File: src/rtl/adbssr_pkg.sv
`default_nettype none

package adbssr_pkg;

  // default build values
  localparam int SAMPLE_RATE     = 48000;
  localparam int MAX_TICK_FRAMES = 1024;
  localparam int LEVEL_FRAC_BITS = 16;

  // fixed field widths
  localparam int REQ_W       = 2;
  localparam int TICK_W      = 11;
  localparam int SEG_W       = 3;
  localparam int CODE_W      = 7;
  localparam int CFG_INDEX_W = 3;
  localparam int NUM_CFG     = 6;
  localparam int NUM_CODES   = 100;
  localparam int CODE_MAX    = 99;

  // duration curve: 1 ms start in q8 microseconds, ratio per code step in q30
  localparam longint unsigned T0_Q8     = 64'd256000;
  localparam longint unsigned RATIO_Q30 = 64'd1178430322;

  // shortest segment lengths in microseconds
  localparam int MIN_US_ATTACK  = 1500;
  localparam int MIN_US_DECAY   = 2000;
  localparam int MIN_US_RELEASE = 3000;

  typedef enum logic [REQ_W-1:0] {
    REQ_TICK    = 2'd0,
    REQ_START   = 2'd1,
    REQ_RELEASE = 2'd2
  } req_type_t;

  typedef enum logic [SEG_W-1:0] {
    SEG_ATTACK  = 3'd0,
    SEG_DECAY   = 3'd1,
    SEG_SLOPE   = 3'd2,
    SEG_SUSTAIN = 3'd3,
    SEG_RELEASE = 3'd4,
    SEG_OFF     = 3'd5
  } seg_t;

  typedef enum logic [CFG_INDEX_W-1:0] {
    CFG_ATTACK_TIME   = 3'd0,
    CFG_DECAY_TIME    = 3'd1,
    CFG_BREAK_LEVEL   = 3'd2,
    CFG_SLOPE_TIME    = 3'd3,
    CFG_SUSTAIN_LEVEL = 3'd4,
    CFG_RELEASE_TIME  = 3'd5
  } cfg_idx_t;

  localparam logic [CODE_W-1:0] CFG_RESET [NUM_CFG] = '{
    7'd1, 7'd50, 7'd85, 7'd50, 7'd75, 7'd35
  };

  // controller to datapath
  typedef struct packed {
    logic cap;
    logic eval;
    logic mul;
    logic div_start;
    logic ramp_apply;
    logic out_load;
  } ctrl_cmd_t;

  // datapath to controller
  typedef struct packed {
    logic need_ramp;
    logic div_done;
  } dp_sts_t;

  // codes above the top of the scale act as the top
  function automatic logic [CODE_W-1:0] sat_code(input logic [CODE_W-1:0] c);
    return (c > CODE_W'(CODE_MAX)) ? CODE_W'(CODE_MAX) : c;
  endfunction

  // raw segment length in frames for a duration code, before the floor
  function automatic longint unsigned frames_raw(input int p, input int sample_rate);
    longint unsigned t;
    int i;
    t = T0_Q8;
    for (i = 0; i < p; i++)
      t = (t * RATIO_Q30 + (64'd1 << 29)) >> 30;
    return (t * longint'(sample_rate) + 64'd128000000) / 64'd256000000;
  endfunction

  // floor in frames for a given minimum time
  function automatic longint unsigned frames_min(input int min_us, input int sample_rate);
    longint unsigned f;
    f = (longint'(min_us) * longint'(sample_rate) + 64'd500000) / 64'd1000000;
    return (f < 64'd1) ? 64'd1 : f;
  endfunction

  // longest segment any code can give
  function automatic longint unsigned frames_max(input int sample_rate);
    longint unsigned a;
    longint unsigned b;
    a = frames_raw(CODE_MAX, sample_rate);
    b = frames_min(MIN_US_RELEASE, sample_rate);
    return (a > b) ? a : b;
  endfunction

  // level code to fixed point, rounded to nearest
  function automatic longint unsigned level_of_code(input int c, input int frac_bits);
    return (longint'(c) * (64'd1 << frac_bits) + 64'd49) / 64'd99;
  endfunction

endpackage

`default_nettype wire

File: src/rtl/adbssr_ifs.sv
`default_nettype none

// request channel
interface adbssr_req_if;
  logic                              valid;
  logic                              ready;
  logic [adbssr_pkg::REQ_W-1:0]      req_type;
  logic [adbssr_pkg::TICK_W-1:0]     tick_frames;

  modport source (output valid, output req_type, output tick_frames, input ready);
  modport sink   (input valid, input req_type, input tick_frames, output ready);
endinterface

// result channel
interface adbssr_rsp_if #(
  parameter int LEVEL_W = adbssr_pkg::LEVEL_FRAC_BITS + 1
);
  logic                              valid;
  logic                              ready;
  logic [LEVEL_W-1:0]                env_level;
  logic [adbssr_pkg::SEG_W-1:0]      env_segment;

  modport source (output valid, output env_level, output env_segment, input ready);
  modport sink   (input valid, input env_level, input env_segment, output ready);
endinterface

`default_nettype wire

File: src/rtl/adbssr_div.sv
`default_nettype none

// restoring divider, one quotient bit a cycle; needs num < den * 2**Q_W
module adbssr_div #(
  parameter int DEN_W = 19,
  parameter int Q_W   = 17
) (
  input  wire logic                   clk,
  input  wire logic                   rst,
  input  wire logic                   start,
  input  wire logic [DEN_W+Q_W-1:0]   num,
  input  wire logic [DEN_W-1:0]       den,
  output logic                        done,
  output logic [Q_W-1:0]              quot
);

  localparam int NUM_W = DEN_W + Q_W;
  localparam int CNT_W = $clog2(Q_W);
  localparam logic [CNT_W-1:0] LAST = CNT_W'(Q_W - 1);

  logic               busy;
  logic [CNT_W-1:0]   cnt;
  logic [DEN_W-1:0]   rem;
  logic [DEN_W-1:0]   den_q;
  logic [Q_W-1:0]     sh;
  logic [DEN_W:0]     trial;
  logic [DEN_W:0]     trial_sub;
  logic               fits;

  // trial subtract of the shifted partial remainder
  assign trial     = {rem, sh[Q_W-1]};
  assign trial_sub = trial - {1'b0, den_q};
  assign fits      = (trial >= {1'b0, den_q});
  assign quot      = sh;

  // step control
  always_ff @(posedge clk) begin
    if (rst) begin
      busy <= 1'b0;
      cnt  <= '0;
      done <= 1'b0;
    end else begin
      done <= busy && !start && (cnt == LAST);
      if (start) begin
        busy <= 1'b1;
        cnt  <= '0;
      end else if (busy) begin
        cnt <= cnt + CNT_W'(1);
        if (cnt == LAST)
          busy <= 1'b0;
      end
    end
  end

  // remainder and quotient shift register
  always_ff @(posedge clk) begin
    if (start) begin
      rem   <= num[NUM_W-1:Q_W];
      sh    <= num[Q_W-1:0];
      den_q <= den;
    end else if (busy) begin
      rem <= fits ? trial_sub[DEN_W-1:0] : trial[DEN_W-1:0];
      sh  <= {sh[Q_W-2:0], fits};
    end
  end

endmodule

`default_nettype wire

File: src/rtl/adbssr_ctrl.sv
`default_nettype none

// sequencer: one request at a time, result held in an output register
module adbssr_ctrl (
  input  wire logic                   clk,
  input  wire logic                   rst,
  input  wire logic                   in_valid,
  output logic                        in_ready,
  output logic                        out_valid,
  input  wire logic                   out_ready,
  output adbssr_pkg::ctrl_cmd_t       cmd,
  input  wire adbssr_pkg::dp_sts_t    sts
);

  typedef enum logic [2:0] {
    S_IDLE,
    S_EVAL,
    S_MUL,
    S_DIV_START,
    S_DIV,
    S_DONE
  } state_t;

  state_t state;
  logic   out_free;

  assign out_free = !out_valid || out_ready;
  assign in_ready = (state == S_IDLE);

  // commands decoded from state
  always_comb begin
    cmd            = '0;
    cmd.cap        = (state == S_IDLE) && in_valid;
    cmd.eval       = (state == S_EVAL);
    cmd.mul        = (state == S_MUL);
    cmd.div_start  = (state == S_DIV_START);
    cmd.ramp_apply = (state == S_DIV) && sts.div_done;
    cmd.out_load   = (state == S_DONE) && out_free;
  end

  // state and result valid
  always_ff @(posedge clk) begin
    if (rst) begin
      state     <= S_IDLE;
      out_valid <= 1'b0;
    end else begin
      if ((state == S_DONE) && out_free)
        out_valid <= 1'b1;
      else if (out_valid && out_ready)
        out_valid <= 1'b0;
      unique case (state)
        S_IDLE: begin
          if (in_valid)
            state <= S_EVAL;
        end
        S_EVAL: begin
          state <= sts.need_ramp ? S_MUL : S_DONE;
        end
        S_MUL: begin
          state <= S_DIV_START;
        end
        S_DIV_START: begin
          state <= S_DIV;
        end
        S_DIV: begin
          if (sts.div_done)
            state <= S_DONE;
        end
        S_DONE: begin
          if (out_free)
            state <= S_IDLE;
        end
        default: begin
          state <= S_IDLE;
        end
      endcase
    end
  end

endmodule

`default_nettype wire

File: src/rtl/adbssr_dp.sv
`default_nettype none

// envelope state, duration and level lookups, ramp multiply and divide
module adbssr_dp #(
  parameter int SAMPLE_RATE     = adbssr_pkg::SAMPLE_RATE,
  parameter int MAX_TICK_FRAMES = adbssr_pkg::MAX_TICK_FRAMES,
  parameter int LEVEL_FRAC_BITS = adbssr_pkg::LEVEL_FRAC_BITS
) (
  input  wire logic                                 clk,
  input  wire logic                                 rst,
  input  wire adbssr_pkg::ctrl_cmd_t                cmd,
  output adbssr_pkg::dp_sts_t                       sts,
  input  wire logic [adbssr_pkg::REQ_W-1:0]         req_type,
  input  wire logic [adbssr_pkg::TICK_W-1:0]        tick_frames,
  input  wire logic                                 cfg_we,
  input  wire logic [adbssr_pkg::CFG_INDEX_W-1:0]   cfg_index,
  input  wire logic [adbssr_pkg::CODE_W-1:0]        cfg_data,
  output logic [LEVEL_FRAC_BITS:0]                  env_level,
  output logic [adbssr_pkg::SEG_W-1:0]              env_segment
);

  localparam int LEVEL_W = LEVEL_FRAC_BITS + 1;
  localparam int TICK_W  = adbssr_pkg::TICK_W;
  localparam int CODE_W  = adbssr_pkg::CODE_W;
  localparam int NCODES  = adbssr_pkg::NUM_CODES;
  localparam int NCFG    = adbssr_pkg::NUM_CFG;
  localparam longint unsigned FMAX = adbssr_pkg::frames_max(SAMPLE_RATE);
  localparam int FRAMES_W  = $clog2(FMAX + 1);
  localparam int TICK_TOP  = (1 << TICK_W) - 1;
  localparam int TICK_CAP  = (MAX_TICK_FRAMES > TICK_TOP) ? TICK_TOP : MAX_TICK_FRAMES;
  localparam int ELAPSED_W = $clog2(FMAX + TICK_CAP + 1);
  localparam int NUM_W     = FRAMES_W + LEVEL_W;

  localparam logic [LEVEL_W-1:0] FULL_LEVEL = LEVEL_W'(1) << LEVEL_FRAC_BITS;
  localparam logic [FRAMES_W-1:0] FMIN_ATTACK =
    FRAMES_W'(adbssr_pkg::frames_min(adbssr_pkg::MIN_US_ATTACK, SAMPLE_RATE));
  localparam logic [FRAMES_W-1:0] FMIN_DECAY =
    FRAMES_W'(adbssr_pkg::frames_min(adbssr_pkg::MIN_US_DECAY, SAMPLE_RATE));
  localparam logic [FRAMES_W-1:0] FMIN_RELEASE =
    FRAMES_W'(adbssr_pkg::frames_min(adbssr_pkg::MIN_US_RELEASE, SAMPLE_RATE));

  // constant lookup tables
  logic [FRAMES_W-1:0] frames_rom [NCODES];
  logic [LEVEL_W-1:0]  level_rom  [NCODES];

  for (genvar g = 0; g < NCODES; g++) begin : g_rom
    localparam logic [FRAMES_W-1:0] FR = FRAMES_W'(adbssr_pkg::frames_raw(g, SAMPLE_RATE));
    localparam logic [LEVEL_W-1:0]  LV =
      LEVEL_W'(adbssr_pkg::level_of_code(g, LEVEL_FRAC_BITS));
    assign frames_rom[g] = FR;
    assign level_rom[g]  = LV;
  end

  // configuration and envelope state
  logic [CODE_W-1:0]     cfg_regs [NCFG];
  adbssr_pkg::seg_t      segment;
  logic [LEVEL_W-1:0]    level;
  logic [LEVEL_W-1:0]    start_level;
  logic [ELAPSED_W-1:0]  elapsed;
  logic [FRAMES_W-1:0]   seg_frames;

  // captured request and ramp work registers
  logic [adbssr_pkg::REQ_W-1:0] req_q;
  logic [TICK_W-1:0]     tick_q;
  logic [LEVEL_W-1:0]    diff_q;
  logic                  down_q;
  logic [FRAMES_W-1:0]   d_q;
  logic [NUM_W-1:0]      prod_q;

  // evaluation signals
  logic [LEVEL_W-1:0]    lv_break;
  logic [LEVEL_W-1:0]    lv_sus;
  logic [LEVEL_W-1:0]    tgt;
  logic [TICK_W-1:0]     fr;
  logic [FRAMES_W-1:0]   d;
  logic [ELAPSED_W-1:0]  e_new;
  logic                  seg_end;
  logic                  ramping_seg;
  logic [CODE_W-1:0]     lookup_code;
  logic [FRAMES_W-1:0]   lookup_min;
  logic [FRAMES_W-1:0]   raw_frames;
  logic [FRAMES_W-1:0]   new_frames;
  logic [NUM_W-1:0]      div_num;
  logic [LEVEL_W-1:0]    quot;
  logic                  div_done;

  // live target levels
  assign lv_break = level_rom[adbssr_pkg::sat_code(cfg_regs[adbssr_pkg::CFG_BREAK_LEVEL])];
  assign lv_sus   = level_rom[adbssr_pkg::sat_code(cfg_regs[adbssr_pkg::CFG_SUSTAIN_LEVEL])];

  always_comb begin
    case (segment)
      adbssr_pkg::SEG_ATTACK: tgt = FULL_LEVEL;
      adbssr_pkg::SEG_DECAY:  tgt = lv_break;
      adbssr_pkg::SEG_SLOPE:  tgt = lv_sus;
      default:                tgt = '0;
    endcase
  end

  // tick advance and segment end test
  assign fr      = (tick_q > TICK_W'(TICK_CAP)) ? TICK_W'(TICK_CAP) : tick_q;
  assign d       = (seg_frames == '0) ? FRAMES_W'(1) : seg_frames;
  assign e_new   = elapsed + ELAPSED_W'(fr);
  assign seg_end = (e_new >= ELAPSED_W'(d));

  assign ramping_seg = (segment == adbssr_pkg::SEG_ATTACK) ||
                       (segment == adbssr_pkg::SEG_DECAY)  ||
                       (segment == adbssr_pkg::SEG_SLOPE)  ||
                       (segment == adbssr_pkg::SEG_RELEASE);

  assign sts.need_ramp = (req_q == adbssr_pkg::REQ_TICK) && ramping_seg && !seg_end;
  assign sts.div_done  = div_done;

  // one duration lookup per request: pick the code and its floor
  always_comb begin
    case (req_q)
      adbssr_pkg::REQ_START: begin
        lookup_code = cfg_regs[adbssr_pkg::CFG_ATTACK_TIME];
        lookup_min  = FMIN_ATTACK;
      end
      adbssr_pkg::REQ_RELEASE: begin
        lookup_code = cfg_regs[adbssr_pkg::CFG_RELEASE_TIME];
        lookup_min  = FMIN_RELEASE;
      end
      default: begin
        if (segment == adbssr_pkg::SEG_ATTACK)
          lookup_code = cfg_regs[adbssr_pkg::CFG_DECAY_TIME];
        else
          lookup_code = cfg_regs[adbssr_pkg::CFG_SLOPE_TIME];
        lookup_min = FMIN_DECAY;
      end
    endcase
  end

  assign raw_frames = frames_rom[adbssr_pkg::sat_code(lookup_code)];
  assign new_frames = (raw_frames < lookup_min) ? lookup_min : raw_frames;

  // configuration writes
  always_ff @(posedge clk) begin
    if (rst) begin
      for (int i = 0; i < NCFG; i++)
        cfg_regs[i] <= adbssr_pkg::CFG_RESET[i];
    end else if (cfg_we && (cfg_index < adbssr_pkg::CFG_INDEX_W'(NCFG))) begin
      cfg_regs[cfg_index] <= cfg_data;
    end
  end

  // envelope state update
  always_ff @(posedge clk) begin
    if (rst) begin
      segment     <= adbssr_pkg::SEG_OFF;
      level       <= '0;
      start_level <= '0;
      elapsed     <= '0;
      seg_frames  <= '0;
    end else if (cmd.eval) begin
      case (req_q)
        adbssr_pkg::REQ_START: begin
          segment     <= adbssr_pkg::SEG_ATTACK;
          level       <= '0;
          start_level <= '0;
          elapsed     <= '0;
          seg_frames  <= new_frames;
        end
        adbssr_pkg::REQ_RELEASE: begin
          if (segment inside {adbssr_pkg::SEG_ATTACK, adbssr_pkg::SEG_DECAY,
                              adbssr_pkg::SEG_SLOPE, adbssr_pkg::SEG_SUSTAIN}) begin
            segment     <= adbssr_pkg::SEG_RELEASE;
            start_level <= level;
            elapsed     <= '0;
            seg_frames  <= new_frames;
          end
        end
        adbssr_pkg::REQ_TICK: begin
          case (segment) inside
            adbssr_pkg::SEG_SUSTAIN: begin
              level <= lv_sus;
            end
            adbssr_pkg::SEG_ATTACK, adbssr_pkg::SEG_DECAY,
            adbssr_pkg::SEG_SLOPE, adbssr_pkg::SEG_RELEASE: begin
              if (seg_end) begin
                // segment finished: land on target, drop the excess time
                level       <= tgt;
                start_level <= tgt;
                elapsed     <= '0;
                case (segment)
                  adbssr_pkg::SEG_ATTACK: begin
                    segment    <= adbssr_pkg::SEG_DECAY;
                    seg_frames <= new_frames;
                  end
                  adbssr_pkg::SEG_DECAY: begin
                    segment    <= adbssr_pkg::SEG_SLOPE;
                    seg_frames <= new_frames;
                  end
                  adbssr_pkg::SEG_SLOPE: begin
                    segment <= adbssr_pkg::SEG_SUSTAIN;
                  end
                  default: begin
                    // release target is zero, so level lands on silence
                    segment <= adbssr_pkg::SEG_OFF;
                  end
                endcase
              end else begin
                elapsed <= e_new;
              end
            end
            default: begin
              level <= '0;
            end
          endcase
        end
        default: ;
      endcase
    end else if (cmd.ramp_apply) begin
      level <= down_q ? (start_level - quot) : (start_level + quot);
    end
  end

  // request capture, ramp operands and result register
  always_ff @(posedge clk) begin
    if (cmd.cap) begin
      req_q  <= req_type;
      tick_q <= tick_frames;
    end
    if (cmd.eval) begin
      diff_q <= (tgt >= start_level) ? (tgt - start_level) : (start_level - tgt);
      down_q <= (tgt < start_level);
      d_q    <= d;
    end
    if (cmd.mul)
      prod_q <= NUM_W'(diff_q) * NUM_W'(elapsed[FRAMES_W-1:0]);
    if (cmd.out_load) begin
      env_level   <= level;
      env_segment <= segment;
    end
  end

  // rounded ramp fraction: (diff * e + d/2) / d
  assign div_num = prod_q + NUM_W'(d_q >> 1);

  adbssr_div #(
    .DEN_W (FRAMES_W),
    .Q_W   (LEVEL_W)
  ) u_div (
    .clk   (clk),
    .rst   (rst),
    .start (cmd.div_start),
    .num   (div_num),
    .den   (d_q),
    .done  (div_done),
    .quot  (quot)
  );

endmodule

`default_nettype wire

File: src/rtl/adbssr_envelope_generator.sv
// channel  dir  beat payload                      handshake
// req      in   req_type[1:0], tick_frames[10:0]  valid/ready
// rsp      out  env_level[LFB:0], env_segment[2:0] valid/ready
// cfg      in   cfg_index[2:0], cfg_data[6:0]     cfg_we, no stall
//
// start, release, and ticks in sustain, off or at a segment end skip the divider
// ramp ticks also pass through the multiply and the one-bit-a-cycle divider
// that forms the rounded ramp fraction
// one request in flight; a new beat is taken while the last result waits
// reset is synchronous and active high; no clearing pass is needed
// a stalled result holds in the output register and holds back only the next result
`default_nettype none

module adbssr_envelope_generator #(
  parameter int SAMPLE_RATE     = adbssr_pkg::SAMPLE_RATE,
  parameter int MAX_TICK_FRAMES = adbssr_pkg::MAX_TICK_FRAMES,
  parameter int LEVEL_FRAC_BITS = adbssr_pkg::LEVEL_FRAC_BITS
) (
  input  wire logic                                 clk,
  input  wire logic                                 rst,
  adbssr_req_if.sink                                req,
  adbssr_rsp_if.source                              rsp,
  input  wire logic                                 cfg_we,
  input  wire logic [adbssr_pkg::CFG_INDEX_W-1:0]   cfg_index,
  input  wire logic [adbssr_pkg::CODE_W-1:0]        cfg_data
);

  adbssr_pkg::ctrl_cmd_t cmd;
  adbssr_pkg::dp_sts_t   sts;
  logic                  in_ready;
  logic                  out_valid;
  logic [LEVEL_FRAC_BITS:0]          level_out;
  logic [adbssr_pkg::SEG_W-1:0]      seg_out;

  // channel hookup
  assign req.ready       = in_ready;
  assign rsp.valid       = out_valid;
  assign rsp.env_level   = level_out;
  assign rsp.env_segment = seg_out;

  adbssr_ctrl u_ctrl (
    .clk       (clk),
    .rst       (rst),
    .in_valid  (req.valid),
    .in_ready  (in_ready),
    .out_valid (out_valid),
    .out_ready (rsp.ready),
    .cmd       (cmd),
    .sts       (sts)
  );

  adbssr_dp #(
    .SAMPLE_RATE     (SAMPLE_RATE),
    .MAX_TICK_FRAMES (MAX_TICK_FRAMES),
    .LEVEL_FRAC_BITS (LEVEL_FRAC_BITS)
  ) u_dp (
    .clk         (clk),
    .rst         (rst),
    .cmd         (cmd),
    .sts         (sts),
    .req_type    (req.req_type),
    .tick_frames (req.tick_frames),
    .cfg_we      (cfg_we),
    .cfg_index   (cfg_index),
    .cfg_data    (cfg_data),
    .env_level   (level_out),
    .env_segment (seg_out)
  );

endmodule

`default_nettype wire

File: src/flat_wrapper.sv
// flat-port wrapper written by rule: the top's interface ports become plain ports
module adbssr_envelope_generator_flat 
#(
  parameter int SAMPLE_RATE     = adbssr_pkg::SAMPLE_RATE,
  parameter int MAX_TICK_FRAMES = adbssr_pkg::MAX_TICK_FRAMES,
  parameter int LEVEL_FRAC_BITS = adbssr_pkg::LEVEL_FRAC_BITS
)
  (clk, rst, cfg_we, cfg_index, cfg_data, req_valid, req_req_type, req_tick_frames, req_ready, rsp_valid, rsp_env_level, rsp_env_segment, rsp_ready);
  adbssr_req_if req_i ();
  adbssr_rsp_if rsp_i ();
  input  wire logic clk;
  input  wire logic rst;
  input  wire logic cfg_we;
  input  wire logic [adbssr_pkg::CFG_INDEX_W-1:0] cfg_index;
  input  wire logic [adbssr_pkg::CODE_W-1:0] cfg_data;
  input wire logic [$bits(req_i.valid)-1:0] req_valid;
  input wire logic [$bits(req_i.req_type)-1:0] req_req_type;
  input wire logic [$bits(req_i.tick_frames)-1:0] req_tick_frames;
  output wire logic [$bits(req_i.ready)-1:0] req_ready;
  output wire logic [$bits(rsp_i.valid)-1:0] rsp_valid;
  output wire logic [$bits(rsp_i.env_level)-1:0] rsp_env_level;
  output wire logic [$bits(rsp_i.env_segment)-1:0] rsp_env_segment;
  input wire logic [$bits(rsp_i.ready)-1:0] rsp_ready;
  assign req_i.valid = req_valid;
  assign req_i.req_type = req_req_type;
  assign req_i.tick_frames = req_tick_frames;
  assign req_ready = req_i.ready;
  assign rsp_valid = rsp_i.valid;
  assign rsp_env_level = rsp_i.env_level;
  assign rsp_env_segment = rsp_i.env_segment;
  assign rsp_i.ready = rsp_ready;
  adbssr_envelope_generator #(.SAMPLE_RATE(SAMPLE_RATE), .MAX_TICK_FRAMES(MAX_TICK_FRAMES), .LEVEL_FRAC_BITS(LEVEL_FRAC_BITS)) u_core (.clk(clk), .rst(rst), .req(req_i), .rsp(rsp_i), .cfg_we(cfg_we), .cfg_index(cfg_index), .cfg_data(cfg_data));
endmodule
File: config.mk
export PLATFORM = sky130hd
export DESIGN_NAME = adbssr_envelope_generator_flat
export DESIGN_NICKNAME = d
export VERILOG_FILES = /design/src/rtl/adbssr_pkg.sv /design/src/rtl/adbssr_ifs.sv /design/src/rtl/adbssr_div.sv /design/src/rtl/adbssr_ctrl.sv /design/src/rtl/adbssr_dp.sv /design/src/rtl/adbssr_envelope_generator.sv /design/src/flat_wrapper.sv
export SDC_FILE = /design/constraint.sdc
export NUM_CORES = 2
export LEC_CHECK = 0
export BUFFER_PORTS_ARGS = -buffer_cell sky130_fd_sc_hd__buf_2
export CAP_MARGIN = 20
export CORE_AREA = 2 2 372 374
export DETAILED_ROUTE_END_ITERATION = 8
export DIE_AREA = 0 0 374 376
export PLACE_DENSITY_LB_ADDON = 0.12
export SLEW_MARGIN = 30
export SYNTH_ARGS = -nofsm -noshare
export SYNTH_HDL_FRONTEND = slang
export SYNTH_SLANG_ARGS = --single-unit
File: constraint.sdc
create_clock -name clk -period 11.97 [get_ports clk]
set_clock_uncertainty 0.2 [all_clocks]
set_input_delay 1.197 -clock clk [delete_from_list [all_inputs] [get_ports clk]]
set_output_delay 1.197 -clock clk [all_outputs]
set_load 0.005 [all_outputs]
==> impl_metrics.prom <==
# TYPE chip_impl_metric gauge
chip_impl_info{name="clock-root-buffer",value="clkbuf_16"} 1
chip_impl_metric{name="antenna_violating_nets_left",unit=""} 0
chip_impl_metric{name="top_level_ports",unit=""} 50
chip_impl_metric{name="drive_gt1_share",unit="%"} 6.95
chip_impl_metric{name="route.detailed.drc",unit=""} 0
chip_impl_metric{name="cpPeakStageDelay",unit="ns"} 0.75
chip_impl_metric{name="place.port_buffers",unit=""} 49
chip_impl_metric{name="cts_repair_resize_count",unit=""} 0
chip_impl_metric{name="power_density",unit="nW/um2"} 119
chip_impl_metric{name="power.leakage",unit="nW"} 15.8
chip_impl_metric{name="clockPowerShare",unit="%"} 27.7
chip_impl_metric{name="holdBufCountCts",unit=""} 0
chip_impl_metric{name="cp_data_arrival_time",unit="ns"} 9.09
chip_impl_metric{name="detailedRoute.firstPassIterationCount",unit=""} 6
chip_impl_metric{name="clock_tree_buf_depth",unit=""} 3
chip_impl_metric{name="total_die_area",unit="um2"} 141000
chip_impl_metric{name="sequentialPowerShare",unit="%"} 29.3
chip_impl_metric{name="chipHeight",unit="um"} 376
chip_impl_info{name="crit_slowest_cell",value="a311oi_2"} 1
chip_impl_metric{name="max_cap_violations",unit=""} 0
chip_impl_metric{name="power.switching_fraction",unit="%"} 43.5
chip_impl_metric{name="route.vias.total",unit=""} 29378
chip_impl_info{name="tritoncts_clock_tree",value="yes"} 1
chip_impl_metric{name="met1_usage",unit="%"} 25.7
chip_impl_info{name="timing_worst_setup_path_type",value="flop to flop"} 1
chip_impl_metric{name="nets",unit=""} 4520
chip_impl_metric{name="effective_utilization_at_floorplan",unit="%"} 24.9
chip_impl_metric{name="ys_ff_latch",unit=""} 289
chip_impl_info{name="grt_most_used_layer",value="met2"} 1
chip_impl_metric{name="grt_util_all_layers",unit="%"} 17.8
chip_impl_metric{name="synth.lib_cells_used.distinct",unit=""} 103
chip_impl_metric{name="cts_buffers",unit=""} 38
chip_impl_metric{name="routabilityCongestion",unit=""} 0.903
chip_impl_metric{name="grt_first_pass_wirelength",unit="um"} 194000
chip_impl_metric{name="grt_antenna_before_repair",unit=""} 3
chip_impl_metric{name="worstMarginPinSlew",unit="ns"} 1.01
chip_impl_info{name="hold_path.class",value="flop to flop"} 1
chip_impl_metric{name="avgRoutedWirePerCell",unit="um"} 21.8
chip_impl_metric{name="dp.final_hpwl",unit="um"} 94400
chip_impl_metric{name="postSynth.asyncResetShare",unit="%"} 0
chip_impl_metric{name="globalRouteMet3Util",unit="%"} 1.74
chip_impl_metric{name="postSynthAreaPerCell",unit="um2"} 8.36
chip_impl_metric{name="worst_skew_late_latency",unit="ns"} 0.62
chip_impl_metric{name="cts_htree_levels",unit=""} 2
chip_impl_info{name="setup.worst_path.end_class",value="flop"} 1
chip_impl_metric{name="finalSetupTns",unit="ns"} 0
chip_impl_metric{name="synth_sequential_area_ratio",unit="%"} 23.0
chip_impl_metric{name="die_width",unit="um"} 374
chip_impl_metric{name="worst_slew_margin_rel",unit="%"} 32.6
chip_impl_metric{name="antenna_cells",unit=""} 0
chip_impl_metric{name="comb_power_share",unit="%"} 43.0
chip_impl_metric{name="worstPathMaxFanout",unit=""} 27
chip_impl_metric{name="num-fill-cells",unit=""} 14784
chip_impl_metric{name="core_area",unit="um2"} 137000
chip_impl_metric{name="timing.fmax",unit="MHz"} 114
chip_impl_metric{name="finalSetupViolations",unit=""} 0
chip_impl_metric{name="final.min_clock_period",unit="ns"} 8.77
chip_impl_info{name="synth_top_flop_cell",value="edfxtp_1"} 1
chip_impl_metric{name="final_hold_viol_count",unit=""} 0
chip_impl_metric{name="grt.met2_usage",unit="%"} 28.6
chip_impl_metric{name="postCtsSetupBuffers",unit=""} 0
chip_impl_metric{name="drt-initial-drc-count",unit=""} 2428
chip_impl_metric{name="post-route-period-util",unit="%"} 73.3
chip_impl_metric{name="max-vdd-ir-drop",unit="V"} 0.000105
chip_impl_metric{name="internal_power",unit="W"} 0.00251
chip_impl_metric{name="drt-total-wl",unit="um"} 126000
chip_impl_metric{name="finalHoldWorstSlack",unit="ns"} 0.284
chip_impl_metric{name="synth_nets",unit=""} 4625
chip_impl_metric{name="synthToLayoutAreaGrowth",unit="%"} 9.99
chip_impl_metric{name="timing_max_transition_violations_final",unit=""} 0
chip_impl_info{name="grt_setup_unrepaired",value="false"} 1
chip_impl_metric{name="synth-warning-count",unit=""} 0
chip_impl_metric{name="clkTransAtPathRegs",unit="ns"} 0.06
chip_impl_metric{name="synth.cell_area",unit="um2"} 34000
chip_impl_metric{name="globalRouteOverflowTotal",unit=""} 0
chip_impl_info{name="status",value="completed"} 1
chip_impl_metric{name="timing.critical_path.required",unit="ns"} 12.29
chip_impl_metric{name="power_switching",unit="W"} 0.00194
chip_impl_metric{name="row_count",unit=""} 136
chip_impl_info{name="critical_path.startpoint_type",value="flop"} 1
chip_impl_metric{name="grt_max_degree",unit=""} 56
chip_impl_metric{name="syn_inst",unit=""} 4064
chip_impl_metric{name="post_synth_edffs",unit=""} 203
chip_impl_metric{name="route.detailed.vias_per_inst",unit=""} 5.08
chip_impl_metric{name="first_global_vias",unit=""} 29617
chip_impl_metric{name="tritoncts_num_sinks",unit=""} 289
[layout by cell type (no fill, tap or decap), drive strengths merged, types with 18 or more instances in the layout]
cell	netlist	final
nand3	70	70
xor2	40	40
ha	273	273
nand4	20	20
inv	471	471
clkbuf	239	48
fa	260	260
a221oi	19	19
dfxtp	86	86
a21oi	264	264
a311oi	19	19
a21o	59	59
o22ai	25	25
or2	19	19
nand2b	38	38
a22oi	21	21
or3	22	22
and2	132	132
a211oi	86	86
o21ai	205	205
edfxtp	203	203
nor3	81	81
a31oi	36	36
o31ai	18	18
nor2b	46	46
and3	23	23
o21a	27	27
nand2	477	477
buf	37	131
mux2i	41	41
nor2	284	284
xnor2	99	99
o211ai	42	42
[cell usage after synthesis, types with 40 or more instances]
library cell	count	area, um2
a211oi_1	85	638
a21o_1	59	443
a21oi_1	263	1320
and2_1	131	820
clkbuf_1	238	893
dfxtp_1	86	1720
edfxtp_1	203	6100
fa_1	260	5200
ha_1	273	3420
inv_1	471	1770
mux2i_1	40	400
nand2_1	474	1780
nand3_1	70	350
nor2_1	281	1050
nor2b_1	46	288
nor3_1	79	395
o211ai_1	40	300
o21ai_0	202	1010
xnor2_1	99	867
xor2_1	40	350
[worst max-delay path, delay by kind of cell, from the launching register on]
family / cells / cell delay, ns
AO/OA/AOI/OAI: 10 / 2.45
buffers and inverters: 4 / 1.08
adder cells (fa/ha/maj): 4 / 2.06
AND/OR/NAND/NOR: 6 / 2.02
flip-flops: 1 / 0.41
multiplexers: 1 / 0.41
[power by group through the flow]
| stage | Combinational [W] | Sequential (W) | Clock, W |
|---|---|---|---|
| 4_1_cts | 0.00189 | 0.00131 | 0.00128 |
| 3_5_place_dp | 0.00187 | 0.00133 | 0 |
| 5_1_grt | 0.00207 | 0.00132 | 0.00131 |
| 6_report | 0.00191 | 0.00131 | 0.00124 |
| 2_1_floorplan | 0.00126 | 0.00123 | 0 |
| 3_3_place_gp | 0.00191 | 0.00133 | 0 |
[sequential cells by signal, indices dropped and copies added, names as in the netlist, 11 cells and up]
name and count:
u_core.u_dp.d_q 19, u_core.u_dp.prod_q 36, u_core.u_dp.diff_q 17, u_core.u_dp.tick_q 11, u_core.u_dp.u_div.den_q 19, u_core.u_dp.u_div.rem 19, u_core.u_dp.level 17, u_core.u_dp.u_div.quot 17
u_core.u_dp.elapsed 19, u_core.u_dp.cfg_regs 42, u_core.u_dp.start_level 17, u_core.u_dp.seg_frames 19, u_core.u_dp.env_level 17
[path summary, 6_finish.rpt]
check | start | endpoint | slack, ns | cells after the start
worst max-delay path | u_core.u_dp.req_q[1] | u_core.u_dp.seg_frames[3] | 3.20 | 25
worst min register to register | u_core.u_dp.seg_frames[18] | u_core.u_dp.d_q[18] | 0.28 | 0
worst min-delay path | u_core.u_dp.seg_frames[18] | u_core.u_dp.d_q[18] | 0.28 | 0
worst max register to register | u_core.u_dp.req_q[1] | u_core.u_dp.seg_frames[3] | 3.20 | 25
[routing by layer]
layer / vias up / part of all wire, %
met3: 150 / 4.0
met1: 14646 / 49
met5: - / 0
met4: 0 / 2.0
met2: 755 / 45
li1: 13827 / -
[cells by family (layout without fill, tap and decap cells)]
family                   count (synthesis)  count (layout)  synth area share [%]
AO/OA/AOI/OAI                         1022            1022                  20.1
AND/OR/NAND/NOR                       1271            1271                  17.7
adder cells (fa/ha/maj)                533             533                  25.4
buffers and inverters                  752             674                  8.43
multiplexers                            58              58                  1.84
flip-flops                             289             289                  23.0
XOR/XNOR                               139             139                  3.58
[through the flow]
stage	power [W]	util (%)	setup slack, ns	area (um2)	std cells
finish	0.00445	27.3	3.20	37400	5780
global route	0.00470	27.3	2.67	37400	5780
CTS	0.00448	27.3	3.01	37300	5780
detailed placement	0.00320	26.4	3.02	36000	5713
global placement	0.00324	26.4	3.22	36000	5713
floorplan	0.00249	-	4.81	34000	4064
[layout make-up]
| cell class | count | area, um2 | share of cell area [%] |
|---|---|---|---|
| inverters | 476 | 1790 | 4.78 |
| clock inverters | 19 | 274 | 0.734 |
| well taps | 1794 | 2240 | 6.01 |
| flip-flops and latches | 289 | 7820 | 20.9 |
| clock buffers | 48 | 1030 | 2.76 |
| repair buffers | 131 | 863 | 2.31 |
| multi-input cells | 3023 | 23300 | 62.5 |
(Power assumes the default switching activity.)
